`config.mk`:
```
export PLATFORM = sky130hd
export DESIGN_NAME = hpt_front
export DESIGN_NICKNAME = d
export VERILOG_FILES = /design/src/hw/rtl/hpt_pkg.sv /design/src/hw/rtl/hpt_front.sv
export SDC_FILE = /design/constraint.sdc
export NUM_CORES = 2
export LEC_CHECK = 0
export BUFFER_PORTS_ARGS = -buffer_cell sky130_fd_sc_hd__buf_2
export CORE_MARGIN = 10
export CORE_UTILIZATION = 60
export CTS_CLUSTER_DIAMETER = 50
export DETAILED_ROUTE_END_ITERATION = 6
export GPL_TIMING_DRIVEN = 1
export PLACE_DENSITY = 0.84
export RECOVER_POWER = 100
export SETUP_SLACK_MARGIN = 0.1
export SLEW_MARGIN = 25
export SYNTH_ARGS = -nofsm -noshare
export SYNTH_HDL_FRONTEND = slang
export SYNTH_SLANG_ARGS = --single-unit
```
`constraint.sdc`:
```
create_clock -name clk -period 4.94 [get_ports clk]
set_input_delay 0.494 -clock clk [delete_from_list [all_inputs] [get_ports clk]]
set_output_delay 0.494 -clock clk [all_outputs]
set_load 0.01 [all_outputs]
```
`src/hw/rtl/hpt_pkg.sv`:
```
// shared types, fixed-point constants and helpers of the height-map point transform
`default_nettype none

package hpt_pkg;

	// one 32-bit wrapped coordinate
	typedef logic signed [31:0] hpt_coord_t;

	// configuration register indexes
	localparam logic [3:0] CFG_ZOOM   = 4'd0;
	localparam logic [3:0] CFG_HSCALE = 4'd1;
	localparam logic [3:0] CFG_GRID   = 4'd2;
	localparam logic [3:0] CFG_TRIG_X = 4'd3;
	localparam logic [3:0] CFG_TRIG_Y = 4'd4;
	localparam logic [3:0] CFG_TRIG_Z = 4'd5;
	localparam logic [3:0] CFG_ISO    = 4'd6;
	localparam logic [3:0] CFG_PAN    = 4'd7;

	// exact product sums are held at this width before scaling
	localparam int SUM_W = 50;

	// fractional bits of the Q2.14 trig factors
	localparam int Q_FRAC = 14;
	localparam logic signed [SUM_W-1:0] Q_BIAS = SUM_W'((1 << Q_FRAC) - 1);

	// divide by 2^14 truncating toward zero, keep the low 32 bits
	function automatic hpt_coord_t q14_trunc(input logic signed [SUM_W-1:0] v);
		logic signed [SUM_W-1:0] biased;
		biased = v + (v[SUM_W-1] ? Q_BIAS : '0);
		return biased[Q_FRAC+31:Q_FRAC];
	endfunction

endpackage

`default_nettype wire

```
`src/hw/rtl/hpt_front.sv`:
```
// front end: scaling of column, row and height, grid centring
`default_nettype none

module hpt_front import hpt_pkg::*; (
	input  wire logic               clk,
	input  wire logic               arst_n,
	input  wire logic               in_valid,
	output      logic               in_ready,
	input  wire logic [11:0]        column,
	input  wire logic [11:0]        row,
	input  wire logic signed [15:0] height_value,
	input  wire logic [9:0]         zoom,
	input  wire logic signed [8:0]  height_scale,
	input  wire logic [31:0]        grid_dims,
	output      logic               out_valid,
	input  wire logic               out_ready,
	output      hpt_coord_t         x_cen,
	output      hpt_coord_t         y_cen,
	output      hpt_coord_t         z_scaled
);

	logic v_s1, v_s2;
	logic rdy_s1, rdy_s2;

	logic [21:0]        x_s1, y_s1;
	logic signed [24:0] z_s1;
	logic signed [27:0] cw_s1, ch_s1;
	hpt_coord_t         xc_s2, yc_s2, z_s2;

	logic signed [16:0] dim_w_m1, dim_h_m1;
	logic signed [26:0] half_w, half_h;

	// halve toward zero
	function automatic logic signed [26:0] half_trunc(input logic signed [27:0] v);
		logic [27:0] biased;
		biased = v + 28'(v[27]);
		return biased[27:1];
	endfunction

	// stage handshake, bubbles collapse
	assign rdy_s2   = !v_s2 || out_ready;
	assign rdy_s1   = !v_s1 || rdy_s2;
	assign in_ready = rdy_s1;

	// grid dimension minus one, a zero dimension gives minus one
	assign dim_w_m1 = $signed({1'b0, grid_dims[31:16]}) - 17'sd1;
	assign dim_h_m1 = $signed({1'b0, grid_dims[15:0]}) - 17'sd1;
	assign half_w   = half_trunc(cw_s1);
	assign half_h   = half_trunc(ch_s1);

	always_ff @(posedge clk or negedge arst_n) begin
		if (!arst_n) begin
			v_s1 <= 1'b0;
			v_s2 <= 1'b0;
		end else begin
			if (rdy_s1) v_s1 <= in_valid;
			if (rdy_s2) v_s2 <= v_s1;
		end
	end

	// stage 1: scale products and centring products
	always_ff @(posedge clk) begin
		if (in_valid && rdy_s1) begin
			x_s1  <= 22'(column) * 22'(zoom);
			y_s1  <= 22'(row) * 22'(zoom);
			z_s1  <= 25'(height_value) * 25'(height_scale);
			cw_s1 <= 28'($signed({1'b0, zoom})) * 28'(dim_w_m1);
			ch_s1 <= 28'($signed({1'b0, zoom})) * 28'(dim_h_m1);
		end
	end

	// stage 2: subtract the centring terms
	always_ff @(posedge clk) begin
		if (v_s1 && rdy_s2) begin
			xc_s2 <= {10'b0, x_s1} - {{5{half_w[26]}}, half_w};
			yc_s2 <= {10'b0, y_s1} - {{5{half_h[26]}}, half_h};
			z_s2  <= {{7{z_s1[24]}}, z_s1};
		end
	end

	assign out_valid = v_s2;
	assign x_cen     = xc_s2;
	assign y_cen     = yc_s2;
	assign z_scaled  = z_s2;

endmodule

`default_nettype wire

```
* Word-level counts from Yosys, hierarchy flattened
Cells that the tools add are included. Widths: inputs -> output; s select.
Word-level totals: output and inout bits 98, bits in registers 216, input bits 95, word-level logic and storage cells 27
Operators by class: reductions and logical operators 6, multipliers 5, add/sub/neg operators 6
Operator list (count):
- $add 28x1->28 | 2
- $mul 11x17->28 | 2
- $sub 23x27->28 | 2
- $mul 12x10->22 | 2
- $sub 16x1->17 const B | 2
- $mul 16x9->25 | 1
- $logic_and 1x1->1 | 2
- $logic_not 1->1 | 2
- $logic_or 1x1->1 | 2

* Longest topological paths before layout
depth in word-level cells 4, mapped depth 26, depth with buffers taken out 26

* Worst setup path before layout
No wires, ideal clock.
path type input to register, start input port grid_dims[3], end register ch_s1[27] (data pin), arrival 6589 ps, data required time 4672 ps, stages 25, slack -1917 ps, buffers on the path 0, library setup time 268 ps, path through or4_4 -> or3_4 -> or3_4 -> nor3_4 -> nand2_1 -> nor3_2 -> xor2_2 -> nand2_1 -> fa_1 -> inv_1 -> fa_1 -> fa_1 -> fa_1 -> inv_1 -> fa_1 -> inv_1 -> ha_1 -> a21o_1 -> a21o_1 -> a21oi_1 -> o21ai_0 -> nor2_1 -> o21ai_0 -> o41ai_1 -> xnor2_1
Between the ends: longest elaborated chain between the ends 2
RTL lines:
- start: declaration | RTL line hpt_front.sv:14 | input wire logic [31:0] grid_dims,
- $sub 16x1->17 | RTL line hpt_front.sv:47 | assign dim_h_m1 = $signed({1'b0, grid_dims[15:0]}) - 17'sd1;
- $mul 11x17->28 | RTL line hpt_front.sv:68 | ch_s1 <= 28'($signed({1'b0, zoom})) * 28'(dim_h_m1);
- end signal: assignment | RTL line hpt_front.sv:68
- end: declaration | RTL line hpt_front.sv:27 | logic signed [27:0] cw_s1, ch_s1;
No other way between the ends. A chain may end at the register's enable or synchronous reset.

* Final worst setup path
Same ends and word-level chain as after synthesis.

==> reports/metrics.yaml <==
placed_design:
  post-dp-hpwl_mm: 74.7
  port-buffer-count: 192
  place.gp.congestion: 0.917
  placed_cells: 5056
sta:
  setup_viol: 70
  fin_ws_ns: -1.64
  timing.fmax_mhz: 152
  setup_tns_ns: -52.76
  fin_skew_ns: 0.00958
  drv_slew: 96
  worstMarginPinSlew_ns: 3.59
  slew-limit-headroom: -1.39
  finalCriticalPeriod_ns: 6.58
  post-route-period-util: 1.33
  finalHoldViolCount: 0
  whs_ns: 0.174
  rsz0062_at_grt: "true"
clocking:
  h-tree-depth: 1
  numClockSinks: 208
  clockBufferDepth: 3
  clk_pin_slew_worst_paths_ns: 0.06
  clock_tree.root_cell: "clkbuf_16"
  cts_made_buffers: 27
  cts_tree: "yes"
  clock_latency_ns: 0.55
synthesis:
  synth_cells: 3683
  yosysWarningCount: 0
  synth-main-ff-cell: "edfxtp_1"
  ys_ff_latch: 208
  synth_compound_area_frac: 0.0612
  muxShareOfSynthArea: 0.000919
  yosys.area_share.simple: 0.163
  synth_area_um2: 35400
  synth_top_family_by_area: "adder cells"
  synth-adder-area-share: 0.450
  synth_xor_area_frac: 0.0585
  synth_nets: 4701
  ys_seq_area_frac: 0.176
  async_flop_share: 0.00962
  synth_enable_flop_cells: 206
  synth_cell_types: 73
  synth_area_per_cell_um2: 9.61
cells_and_area:
  final_common_cell: "inv_1"
  fin_cells: 5227
  fin_nets: 5454
  num-fill-cells: 3246
  seqCellArea_um2: 6240
  multi_input_area_um2: 28200
  drive_above_1_share: 0.259
  syn2layout_area_growth_pct: 28.2
  layout_common_cells: "inv_1, fa_1, buf_4, nand2_1, ha_1"
  utilization: 0.782
outcome:
  failed_checks: "max-capacitance violations, max-slew violations, negative setup slack"
  status: "finished with violations"
drt:
  wire_per_inst_um: 20.4
  drc_errors: 0
  vias: 30200
  wl_mm: 106
  via_per_inst: 5.77
  first_iter_violations: 2644
  firstDrtPassIters: 6
  ant_nets: 0
global_routing:
  grt.total_usage: 0.278
  grt_max_degree: 51
  grt_pass1_wl_mm: 159
  antenna_found_initial: 11
  grt_overflow: 0
  grt_pass1_vias: 32500
setup_path:
  crit_path_start_kind: "input port"
  worst-path-buf-inv: 6
  worstPathArrival_ns: 6.89
  crit_path_end_kind: "flop"
  worst_path_largest_cell_delay_ns: 0.54
  critPathKind: "in2reg"
  path_max_fanout: 5
  crit_slowest_cell: "fa_1"
  path_common_cell: "fa_1"
  worstPathRequired_ns: 5.24
  critical-path-top-delay-family: "adder cells"
power_and_ir_drop:
  powerDensity_nw_per_um2: 720
  ir_drop_uv: 661
  power.leakage_nw: 21.7
floorplanning:
  initial_core_util: 0.610
  pin_count: 193
  core-area_um2: 58000
  die_h_um: 263
  die_x_um: 263
  die_area_um2: 69100
  rows: 88
job:
  maxCapViolCount: 2
min_path:
  hp-class: "in2reg"
==> what timing repair did <==
action,4_1_cts,5_1_grt
setup buffers,69,53
resized for setup,199,204
gates cloned,3,0
pin swaps,171,146
hold endpoints to repair,2,0
endpoints found under the setup margin,57,58
hold buffers,1,0
==> where the power goes <==
group | leakage [nW] | internal (mW) | total [mW] | switching (mW)
registers | 2.00 | 3.65 | 4.06 | 0.411
logic | 19.3 | 13.1 | 26.7 | 13.6
clock network | 0.405 | 1.07 | 1.88 | 0.813
total | 21.7 | 17.8 | 32.7 | 14.9
==> kinds of logic after synthesis <==
group,after synthesis
XOR/XNOR,233
buffers and inverters,837
adder cells (fa/ha/maj),923
AO/OA/AOI/OAI,339
AND/OR/NAND/NOR,1140
flip-flops,208
multiplexers,3
==> metal layers <==
layer / GRT usage / up-vias / share of wire
met4: 0.122 / 8 / 0.059
met2: 0.497 / 1622 / 0.51
met5: 0 / - / 0.00046
li1: - / 13000 / -
met3: 0.0455 / 566 / 0.081
met1: 0.323 / 14900 / 0.35
==> registers in the layout, summed over array words and instances (netlist names) <==
signal and flops:
v_s1 1, z_scaled 25, out_valid 1, y_s1 22, x_s1 22, ch_s1 28, cw_s1 28, x_cen 28
y_cen 28, z_s1 25
==> final timing paths <==
path / from / endpoint / slack (ns) / depth (start not counted)
max in group asynchronous: arst_n / v_s1 / 4.56 / 2
min: in_valid / v_s1 / 0.17 / 2
max reg2reg: cw_s1[27] / x_cen[26] / 0.31 / 14
max: grid_dims[3] / ch_s1[27] / -1.64 / 27
min reg2reg: z_s1[20] / z_scaled[20] / 0.42 / 0
min in group asynchronous: arst_n / out_valid / 0.26 / 2
==> through the flow <==
stage               total power, mW  worst slack (ns)  area (um^2)
floorplan                      18.0             -1.86        36800
global placement               24.4             -2.16        42100
detailed placement             25.4             -2.36        42100
CTS                            29.3             -1.44        44400
global route                   34.8             -1.87        45400
finish                         32.7             -1.64        45400
==> final cells by class <==
cell class	count	share of cell area
well taps	765	0.0211
multi-input cells	2638	0.622
clock buffers	31	0.0152
clock inverters	17	0.00331
repair buffers	850	0.142
inverters	711	0.0589
diodes	7	0.000386
flip-flops and latches	208	0.137
==> Yosys cell counts (all sizes together) (45+ instances only) <==
| library cell | n | area share |
|---|---|---|
| a21oi | 115 | 0.016 |
| nand3 | 45 | 0.0065 |
| inv | 711 | 0.075 |
| nand2 | 450 | 0.048 |
| o21ai | 58 | 0.0082 |
| fa | 583 | 0.33 |
| edfxtp | 206 | 0.17 |
| nor2 | 105 | 0.011 |
| ha | 340 | 0.12 |
| and2 | 315 | 0.056 |
| clkbuf | 103 | 0.011 |
| nand2b | 48 | 0.0085 |
| xnor2 | 160 | 0.040 |
| xor2 | 73 | 0.019 |
| nor2b | 47 | 0.0083 |
(Power assumes the default switching activity.)
