==> src/hw/rtl/hpt_pkg.sv <==
// shared types, fixed-point constants and helpers of the height-map point transform
`default_nettype none

package hpt_pkg;

	// one 32-bit wrapped coordinate
	typedef logic signed [31:0] hpt_coord_t;

	// configuration register indexes
	localparam logic [3:0] CFG_ZOOM   = 4'd0;
	localparam logic [3:0] CFG_HSCALE = 4'd1;
	localparam logic [3:0] CFG_GRID   = 4'd2;
	localparam logic [3:0] CFG_TRIG_X = 4'd3;
	localparam logic [3:0] CFG_TRIG_Y = 4'd4;
	localparam logic [3:0] CFG_TRIG_Z = 4'd5;
	localparam logic [3:0] CFG_ISO    = 4'd6;
	localparam logic [3:0] CFG_PAN    = 4'd7;

	// exact product sums are held at this width before scaling
	localparam int SUM_W = 50;

	// fractional bits of the Q2.14 trig factors
	localparam int Q_FRAC = 14;
	localparam logic signed [SUM_W-1:0] Q_BIAS = SUM_W'((1 << Q_FRAC) - 1);

	// divide by 2^14 truncating toward zero, keep the low 32 bits
	function automatic hpt_coord_t q14_trunc(input logic signed [SUM_W-1:0] v);
		logic signed [SUM_W-1:0] biased;
		biased = v + (v[SUM_W-1] ? Q_BIAS : '0);
		return biased[Q_FRAC+31:Q_FRAC];
	endfunction

endpackage

`default_nettype wire

==> src/hw/rtl/hpt_proj.sv <==
// isometric projection and screen pan, three stages ending in the output register
`default_nettype none

module hpt_proj import hpt_pkg::*; #(
	parameter int SCREEN_WIDTH  = 1920,
	parameter int SCREEN_HEIGHT = 1080
) (
	input  wire logic        clk,
	input  wire logic        arst_n,
	input  wire logic        in_valid,
	output      logic        in_ready,
	input  wire hpt_coord_t  x,
	input  wire hpt_coord_t  y,
	input  wire hpt_coord_t  z,
	input  wire logic        iso_enable,
	input  wire logic [31:0] pan_offsets,
	output      logic        out_valid,
	input  wire logic        out_ready,
	output      hpt_coord_t  screen_x,
	output      hpt_coord_t  screen_y,
	output      hpt_coord_t  depth_z
);

	localparam logic [31:0]        HALF_W  = 32'(SCREEN_WIDTH / 2);
	localparam logic [31:0]        HALF_H  = 32'(SCREEN_HEIGHT / 2);
	// cos 30 degrees in Q2.14
	localparam logic signed [15:0] ISO_COS = 16'sd14189;

	logic v_s1, v_s2, v_s3;
	logic rdy_s1, rdy_s2, rdy_s3;

	hpt_coord_t              x_s1, y_s1, z_s1, d_s1, s_s1;
	hpt_coord_t              x_s2, y_s2, z_s2, shalf_s2;
	logic signed [46:0]      prod_s2;
	hpt_coord_t              sx_s3, sy_s3, z_s3;

	logic [31:0] s_biased;
	hpt_coord_t  s_half;
	hpt_coord_t  x_sel, y_sel;

	assign rdy_s3   = !v_s3 || out_ready;
	assign rdy_s2   = !v_s2 || rdy_s3;
	assign rdy_s1   = !v_s1 || rdy_s2;
	assign in_ready = rdy_s1;

	always_ff @(posedge clk or negedge arst_n) begin
		if (!arst_n) begin
			v_s1 <= 1'b0;
			v_s2 <= 1'b0;
			v_s3 <= 1'b0;
		end else begin
			if (rdy_s1) v_s1 <= in_valid;
			if (rdy_s2) v_s2 <= v_s1;
			if (rdy_s3) v_s3 <= v_s2;
		end
	end

	// stage 1: difference and sum of x and y
	always_ff @(posedge clk) begin
		if (in_valid && rdy_s1) begin
			x_s1 <= x;
			y_s1 <= y;
			z_s1 <= z;
			d_s1 <= x - y;
			s_s1 <= x + y;
		end
	end

	// sum times sin 30 degrees is the sum halved toward zero
	assign s_biased = s_s1 + {31'b0, s_s1[31]};
	assign s_half   = {s_biased[31], s_biased[31:1]};

	// stage 2: cos 30 product
	always_ff @(posedge clk) begin
		if (v_s1 && rdy_s2) begin
			prod_s2  <= 47'(d_s1) * 47'(ISO_COS);
			shalf_s2 <= s_half;
			x_s2     <= x_s1;
			y_s2     <= y_s1;
			z_s2     <= z_s1;
		end
	end

	// projection or bypass
	assign x_sel = iso_enable ? q14_trunc({{(SUM_W-47){prod_s2[46]}}, prod_s2}) : x_s2;
	assign y_sel = iso_enable ? (shalf_s2 - z_s2) : y_s2;

	// stage 3: pan to screen centre plus offsets
	always_ff @(posedge clk) begin
		if (v_s2 && rdy_s3) begin
			sx_s3 <= x_sel + HALF_W + {{16{pan_offsets[31]}}, pan_offsets[31:16]};
			sy_s3 <= y_sel + HALF_H + {{16{pan_offsets[15]}}, pan_offsets[15:0]};
			z_s3  <= z_s2;
		end
	end

	assign out_valid = v_s3;
	assign screen_x  = sx_s3;
	assign screen_y  = sy_s3;
	assign depth_z   = z_s3;

endmodule

`default_nettype wire

==> config.mk <==
export PLATFORM = sky130hd
export DESIGN_NAME = hpt_proj
export DESIGN_NICKNAME = d
export VERILOG_FILES = /design/src/hw/rtl/hpt_pkg.sv /design/src/hw/rtl/hpt_proj.sv
export SDC_FILE = /design/constraint.sdc
export NUM_CORES = 1
export LEC_CHECK = 0
export ABC_CLOCK_PERIOD_IN_PS = 7100
export BUFFER_PORTS_ARGS = -buffer_cell sky130_fd_sc_hd__buf_2
export CORE_UTILIZATION = 55
export CTS_BUF_LIST = sky130_fd_sc_hd__clkbuf_4 sky130_fd_sc_hd__clkbuf_8
export CTS_CLUSTER_SIZE = 8
export DETAILED_ROUTE_END_ITERATION = 8
export GPL_ROUTABILITY_DRIVEN = 0
export PLACE_DENSITY = 0.71
export SYNTH_ARGS = -nofsm -noshare
export SYNTH_HDL_FRONTEND = slang
export SYNTH_SLANG_ARGS = --single-unit
==> constraint.sdc <==
create_clock -name clk -period 7.1 [get_ports clk]
set_clock_uncertainty 0.1 [all_clocks]
set_input_delay 1.065 -clock clk [delete_from_list [all_inputs] [get_ports clk]]
set_output_delay 1.065 -clock clk [all_outputs]
set_load 0.01 [all_outputs]
Yosys cells after proc, flatten, opt, wreduce, memory -nomap -nowiden:

Index checks and enable logic that the tools add are counted.

* logic and storage cells: 38
* flip-flop bits (word level): 433
* output and inout port bits: 98

* add/sub/neg operators: 9
* multiply operators: 1
* multiplexer cells: 3
* reductions and logical operators: 9

Operator list (count)
* $add 32x32->32: 3
* $add 32x10->32 const B: 2
* $mux 32: 2
* $mul 32x15->47 const B: 1
* $add 46x15->46: 1
* $add 32x1->32: 1
* $sub 31x32->32: 1
* $sub 32x32->32: 1
* $mux 14: 1
* $logic_and 1x1->1: 3
* $logic_not 1->1: 3
* $logic_or 1x1->1: 3

Logic depth before layout (Yosys ltp):

Gate-level depths: netlist of run 1.

* depth after elaboration: 5
* gate-level depth with buffers: 26
* depth with buffers taken out: 26

Least setup slack after synthesis of run 1:

OpenSTA, ideal clock, no wires.

* path kind: register to register
* from: register d_s1[5]
* to: register prod_s2[36] (data pin)
* arrival time: 5.814 ns
* path slack: 0.924 ns
* stages on the path, launching flop included: 22
* setup time: 0.262 ns
* path through: edfxtp_1 ha_1 fa_1 inv_1 fa_1 fa_1 inv_1 fa_1 inv_1 fa_1 inv_1 ha_1 nor3_1 o21ai_1 a2111oi_2 o31ai_2 a31o_2 a211o_1 a221o_1 a21oi_1 o21bai_1 xor2_1

* word-level cells in the longest chain between the ends: 1

Ends and longest elaborated chain
* start: declaration: RTL line hpt_proj.sv:32 `hpt_coord_t x_s1, y_s1, z_s1, d_s1, s_s1;`
* start signal: assignment: RTL line hpt_proj.sv:64 `d_s1 <= x - y;`
* $mul 32x15->47: RTL line hpt_proj.sv:76 `prod_s2 <= 47'(d_s1) * 47'(ISO_COS);`
* end signal: assignment: RTL line hpt_proj.sv:76
* end: declaration: RTL line hpt_proj.sv:34 `logic signed [46:0] prod_s2;`

No other way between the ends.
A chain may end at the register's enable or synchronous reset.

Final worst setup path of run 1:

* from: register d_s1[5]
* to: register prod_s2[46] (data pin)

Same word-level chain as after synthesis.

==> results of run 1 <==
-- worst max path at each step --
stage | start | endpoint | slack, ps | cells after the start
after CTS | d_s1[5] | prod_s2[46] | 340 | 21
after detailed placement | d_s1[5] | prod_s2[40] | 380 | 21
final | d_s1[5] | prod_s2[46] | 400 | 21
after global placement | prod_s2[46] | screen_x[28] | 510 | 24
after floorplan | d_s1[5] | prod_s2[36] | 920 | 21
after global routing | d_s1[5] | prod_s2[40] | 10 | 21
-- per-stage QoR --
step	instance area, um^2	util, %
2_1_floorplan	33230	-
3_3_place_gp	35210	59.32
3_5_place_dp	35210	59.32
4_1_cts	36790	61.99
5_1_grt	36820	62.03
6_report	36820	62.03
-- layout make-up --
class / count / share of cell area, %
inverter: 434 / 4.425
clock inverter: 45 / 1.067
multi-input combinational: 1992 / 50.12
sequential: 432 / 35.20
timing repair buffer: 236 / 3.290
clock buffer: 94 / 3.242
tap: 773 / 2.627
antenna: 5 / 0.03399
-- kinds of logic (layout without fill, tap and decap cells) --
kind of cell / Yosys count / in the layout / share of synthesized area (%)
xor+xnor: 253 / 253 / 6.669
flops: 432 / 432 / 39.00
buf+inv: 473 / 809 / 5.524
simple gates: 514 / 514 / 7.441
mux: 29 / 29 / 0.9564
other cells: 0 / 5 / 0
compound gates: 563 / 563 / 11.23
fa+ha+maj: 633 / 633 / 29.19
-- layout by cell type, fill, tap and decap left out, types with 9 or more instances in the layout --
| cell | n |
|---|---|
| ha_1 | 384 |
| mux2_2 | 22 |
| clkbuf_8 | 78 |
| nor2b_1 | 22 |
| fa_1 | 240 |
| buf_2 | 229 |
| xnor2_1 | 176 |
| o31ai_1 | 10 |
| nand3_1 | 56 |
| a221oi_1 | 10 |
| nand2_1 | 95 |
| and3_1 | 29 |
| o21a_1 | 16 |
| nor2_1 | 177 |
| a211oi_1 | 19 |
| o21ai_0 | 85 |
| o21bai_1 | 35 |
| edfxtp_1 | 429 |
| nand4_1 | 23 |
| nand2b_1 | 26 |
| a21oi_1 | 191 |
| or3_1 | 11 |
| a31oi_1 | 18 |
| nor3_1 | 29 |
| xor2_1 | 77 |
| maj3_1 | 9 |
| clkinv_1 | 29 |
| a21o_1 | 82 |
| clkbuf_4 | 16 |
| inv_1 | 432 |
-- critical path, cell delays in order, from the launching register on --
cell	delay (ps)
edfxtp_1	450
ha_1	420
fa_1	540
inv_1	60
fa_1	500
fa_1	560
inv_1	50
fa_1	470
inv_1	50
fa_1	490
inv_1	40
ha_1	290
o21ai_1	130
a2111oi_2	460
a2111oi_2	160
o31ai_2	260
a31o_2	270
a31o_4	200
a21oi_4	80
o41ai_2	430
o221ai_1	210
xnor2_1	160
-- what timing repair did --
item                                    CTS  global route
endpoints found under the setup margin    0             4
resized for setup                         0             2
buffers inserted                          0             0
-- routing by layer --
layer  routed length, um  vias to the layer above
met5                  54                        -
met4                2467                       10
met3                5104                      177
met2               37440                      782
met1               32670                    10980
li1                    -                    10720
==> impl_metrics.csv, run 1 <==
group,metric,value,unit
critical_path,end_kind,"register",
critical_path,critPathLaunchType,"register",
placed_design,dp_slack,382.1,ps
placed_design,dp_hpwl,62100,um
global_routing,busiest_layer,"met2",
cells_and_area,fin_nets,3931,
min_path,hold_class,"input pin to async pin",
timing,max_freq,149.3,MHz
placed_design,place.port_buffers,230,
cells_and_area,fillers,4606,
synth,yosysWarningCount,0,
floorplan,initial_core_util,55.98,%
clock_tree,cts_made_buffers,78,
timing,timing.final.crit_share,94.33,%
synth,ys_seq_area_share,39.00,%
routing,drcViolationCount,21,
floorplan,io_pins,231,
critical_path,rr_worst_depth,21,
global_routing,track_usage,25.76,%
global_routing,grt_pass1_wl,121800,um
critical_path,worst_r2r_endpoint,"prod_s2[46]",
global_routing,met3_usage,4.769,%
global_routing,grt_start_max_net_pins,160,
timing,relSlewSlack,31.75,%
timing,fin_setup_tns,0,ps
outcome,violations,"design-rule violations",
critical_path,reg2reg_from,"d_s1[5]",
outcome,outcome,"complete, but fails checks",
cells_and_area,largest_reg_flops,47,
routing,first_pass_iters,9,
timing,drv_slew,0,
floorplan,core.rowCount,89,
synth,syn_nets,3654,
synth,synth_edf_count,429,
timing,holdWs,63.24,ps
cells_and_area,area_delta_synth_final,10.80,%
critical_path,ff2ff_setup_slack,400,ps
timing,hold_viol,0,
timing,min_period,6698,ps
floorplan,core,59350,um^2
routing,drt_first_iter_violations,1358,
synth,yosys.cell_count.top_type,"inv_1",
cells_and_area,multiInputGateArea,18450,um^2
timing,rsz0062_at_grt,"no",
floorplan,die_y,247.8,um
critical_path,cp_max_fo,4,
critical_path,timing_worst_setup_path_type,"register to register",
timing,layout_setup_ws,402.4,ps
global_routing,antenna_found_initial,16,
synth,synth_flop_cell,"edfxtp_1",
synth,synthTopCellsByArea,"edfxtp_1 39%, fa_1 14%, ha_1 14%",
clock_tree,cts_tree,"done",
global_routing,use_met1,33.11,%
routing,routed_wl,77730,um
timing,worst_pin_slew,1024,ps
run,maxCapViolCount,0,
floorplan,die-area,61400,um^2
cells_and_area,stdcell_count,4011,
routing,wl_per_cell,19.38,um
floorplan,die_w,247.8,um
synth,synth-seq-cells,432,
routing,route.vias.total,22660,
placed_design,dp_cells,3867,
synth,synth.avg_cell_area,11.47,um^2
cells_and_area,regArea,12960,um^2
clock_tree,cts_buffer_depth,3,
global_routing,grt-ovfl-total,0,
synth,netlist_instances,2897,
synth,synth_top_area_share,38.77,%
clock_tree,cts.sinks,432,
clock_tree,cts_root_buf,"clkbuf_8",
synth,async_flop_share,0.6944,%
synth,yosysTopAreaCell,"edfxtp_1",
clock_tree,htreeDepth,3,
clock_tree,clk_pin_slew,60,ps
timing,finalSetupViolCount,0,
global_routing,grt_pass1_vias,23210,
cells_and_area,drive_gt1_share,12.50,%
clock_tree,cts_hold_buf,0,
synth,yosys-top-cells-count,"432 x inv_1, 429 x edfxtp_1, 384 x ha_1, 240 x fa_1, 192 x a21oi_1",
routing,ant_nets,0,
clock_tree,clkLatencyLatePin,700,ps
routing,viasPerCell,5.650,
global_routing,use_met2,43.30,%
critical_path,required,7390,ps
cells_and_area,largest_register,"prod_s2",
critical_path,cp_data_arrival_time,6980,ps
synth,synth_cell_types,89,
synth,synth_area,33230,um^2
Power of run 1 is left out: the tool's default activity adds up to more than one toggle a clock period on the data nets, which glitch-free logic cannot reach.
==> inputs of run 2 (changes only) <==
Settings changed: CORE_MARGIN set to 8.
==> run 2 against run 1 <==
The flow now finishes without violations. Final cell count is 0.22% higher. Sequential share of layout area hardly changed. Sequential cell count stayed put. Setup slack worse by 39 ps. Critical endpoint is now prod_s2[40].
==> impl_metrics.csv, run 2 (synthesis results as in run 1) <==
group,metric,value,unit
placed_design,dp_hpwl,64140,um
timing,max_freq,148.4,MHz
routing,first_pass_iters,5,
timing,hold_viol,0,
clock_tree,cts_tree,"done",
min_path,hold_class,"input pin to async pin",
routing,met2RoutedLength,38520,um
routing,maxUsedRoutingLayer,"met5",
routing,met1_length,33300,um
cells_and_area,final_cell_area,36840,um^2
cells_and_area,fin_nets,3931,
critical_path,rr_worst_depth,21,
critical_path,cp_max_fo,4,
global_routing,grt_pass1_vias,23800,
cells_and_area,final_util,61.38,%
cells_and_area,final_cell_mix,"432 x inv_1, 429 x edfxtp_1, 384 x ha_1",
global_routing,grt_pass1_wl,124400,um
clock_tree,clkLatencyLatePin,660,ps
clock_tree,cts_hold_buf,0,
floorplan,core,60020,um^2
clock_tree,htreeDepth,3,
clock_tree,cts_made_buffers,77,
global_routing,antenna_found_initial,20,
placed_design,place_area,35220,um^2
clock_tree,cts.sinks,432,
routing,wl_met3,5652,um
critical_path,required,7470,ps
clock_tree,cts_setup_buffers,0,
cells_and_area,final_common_cell,"inv_1",
timing,worst_pin_slew,1051,ps
cells_and_area,area_delta_synth_final,10.88,%
timing,layout_setup_ws,363.4,ps
outcome,outcome,"finished clean",
global_routing,grt_start_max_net_pins,175,
routing,routed_wl,79980,um
timing,rsz0062_at_grt,"no",
floorplan,die_y,261.8,um
floorplan,die_w,261.8,um
routing,route.vias.total,22730,
critical_path,worst_r2r_endpoint,"prod_s2[40]",
clock_tree,cts_root_buf,"clkbuf_8",
floorplan,io_pins,231,
timing,relSlewSlack,29.95,%
placed_design,dp_slack,349.4,ps
timing,fin_setup_tns,0,ps
critical_path,reg2reg_from,"d_s1[5]",
placed_design,place.port_buffers,230,
critical_path,end_kind,"register",
clock_tree,cts_buffer_depth,3,
routing,wl_per_cell,19.90,um
global_routing,track_usage,23.17,%
critical_path,cp_data_arrival_time,7110,ps
timing,drv_slew,0,
critical_path,timing_worst_setup_path_type,"register to register",
routing,drt_first_iter_violations,1512,
cells_and_area,largest_register,"prod_s2",
floorplan,initial_core_util,55.36,%
timing,finalSetupViolCount,0,
routing,ant_nets,0,
cells_and_area,drive_gt1_share,12.80,%
timing,min_period,6737,ps
clock_tree,cts_resized,0,
routing,drcViolationCount,0,
floorplan,core.rowCount,90,
clock_tree,clk_pin_slew,60,ps
critical_path,critPathLaunchType,"register",
routing,viasPerCell,5.654,
cells_and_area,largest_reg_flops,47,
timing,timing.final.crit_share,94.88,%
global_routing,grt-ovfl-total,0,
run,maxCapViolCount,0,
floorplan,die-area,68540,um^2
critical_path,ff2ff_setup_slack,360,ps
[run 2: worst max-delay path by stage]
stage / slack [ps] / startpoint / cells after the start / to
finish: 360 / d_s1[5] / 21 / prod_s2[40]
global route: 60 / d_s1[5] / 21 / prod_s2[46]
CTS: 360 / prod_s2[46] / 24 / screen_x[28]
detailed placement: 350 / prod_s2[46] / 24 / screen_x[28]
global placement: 510 / prod_s2[46] / 24 / screen_x[28]
floorplan: 920 / d_s1[5] / 21 / prod_s2[36]
[run 2: worst max-delay path, cell delays in order (launching register included)]
cell and delay [ps]:
edfxtp_1 460, ha_1 420, fa_1 530, inv_1 60
fa_1 480, fa_1 540, inv_1 50, fa_1 470
inv_1 50, fa_1 490, inv_1 40, ha_1 200
nor3_1 280, o21ai_1 170, a2111oi_2 550, o31ai_2 120
a31o_2 310, a31o_4 270, a21oi_4 210, o311ai_2 170
a2111oi_0 420, nand3b_1 160
[run 2: through the flow]
step           hold WS [ps]  instances
2_1_floorplan         300.3       2897
3_3_place_gp          300.8       3876
3_5_place_dp          304.5       3876
4_1_cts               44.37       4008
5_1_grt               60.06       4016
6_report              101.7       4020
[run 2: final cells by class]
| class | count | area [um^2] |
|---|---|---|
| clock inverters | 28 | 282.8 |
| fillers | 4729 | 23180 |
| diodes | 11 | 27.53 |
| multi-input cells | 1992 | 18440 |
| flip-flops and latches | 432 | 12960 |
| well taps | 782 | 978.4 |
| repair buffers | 237 | 1231 |
| inverters | 434 | 1629 |
| clock buffers | 104 | 1294 |
[run 2: metal layers]
metal | vias up | track usage [%]
li1 | 10710 | -
met2 | 751 | 39.83
met1 | 11090 | 28.94
met5 | - | 0
met3 | 170 | 4.473
met4 | 10 | 8.526
Power of run 2 is left out for the same reason.
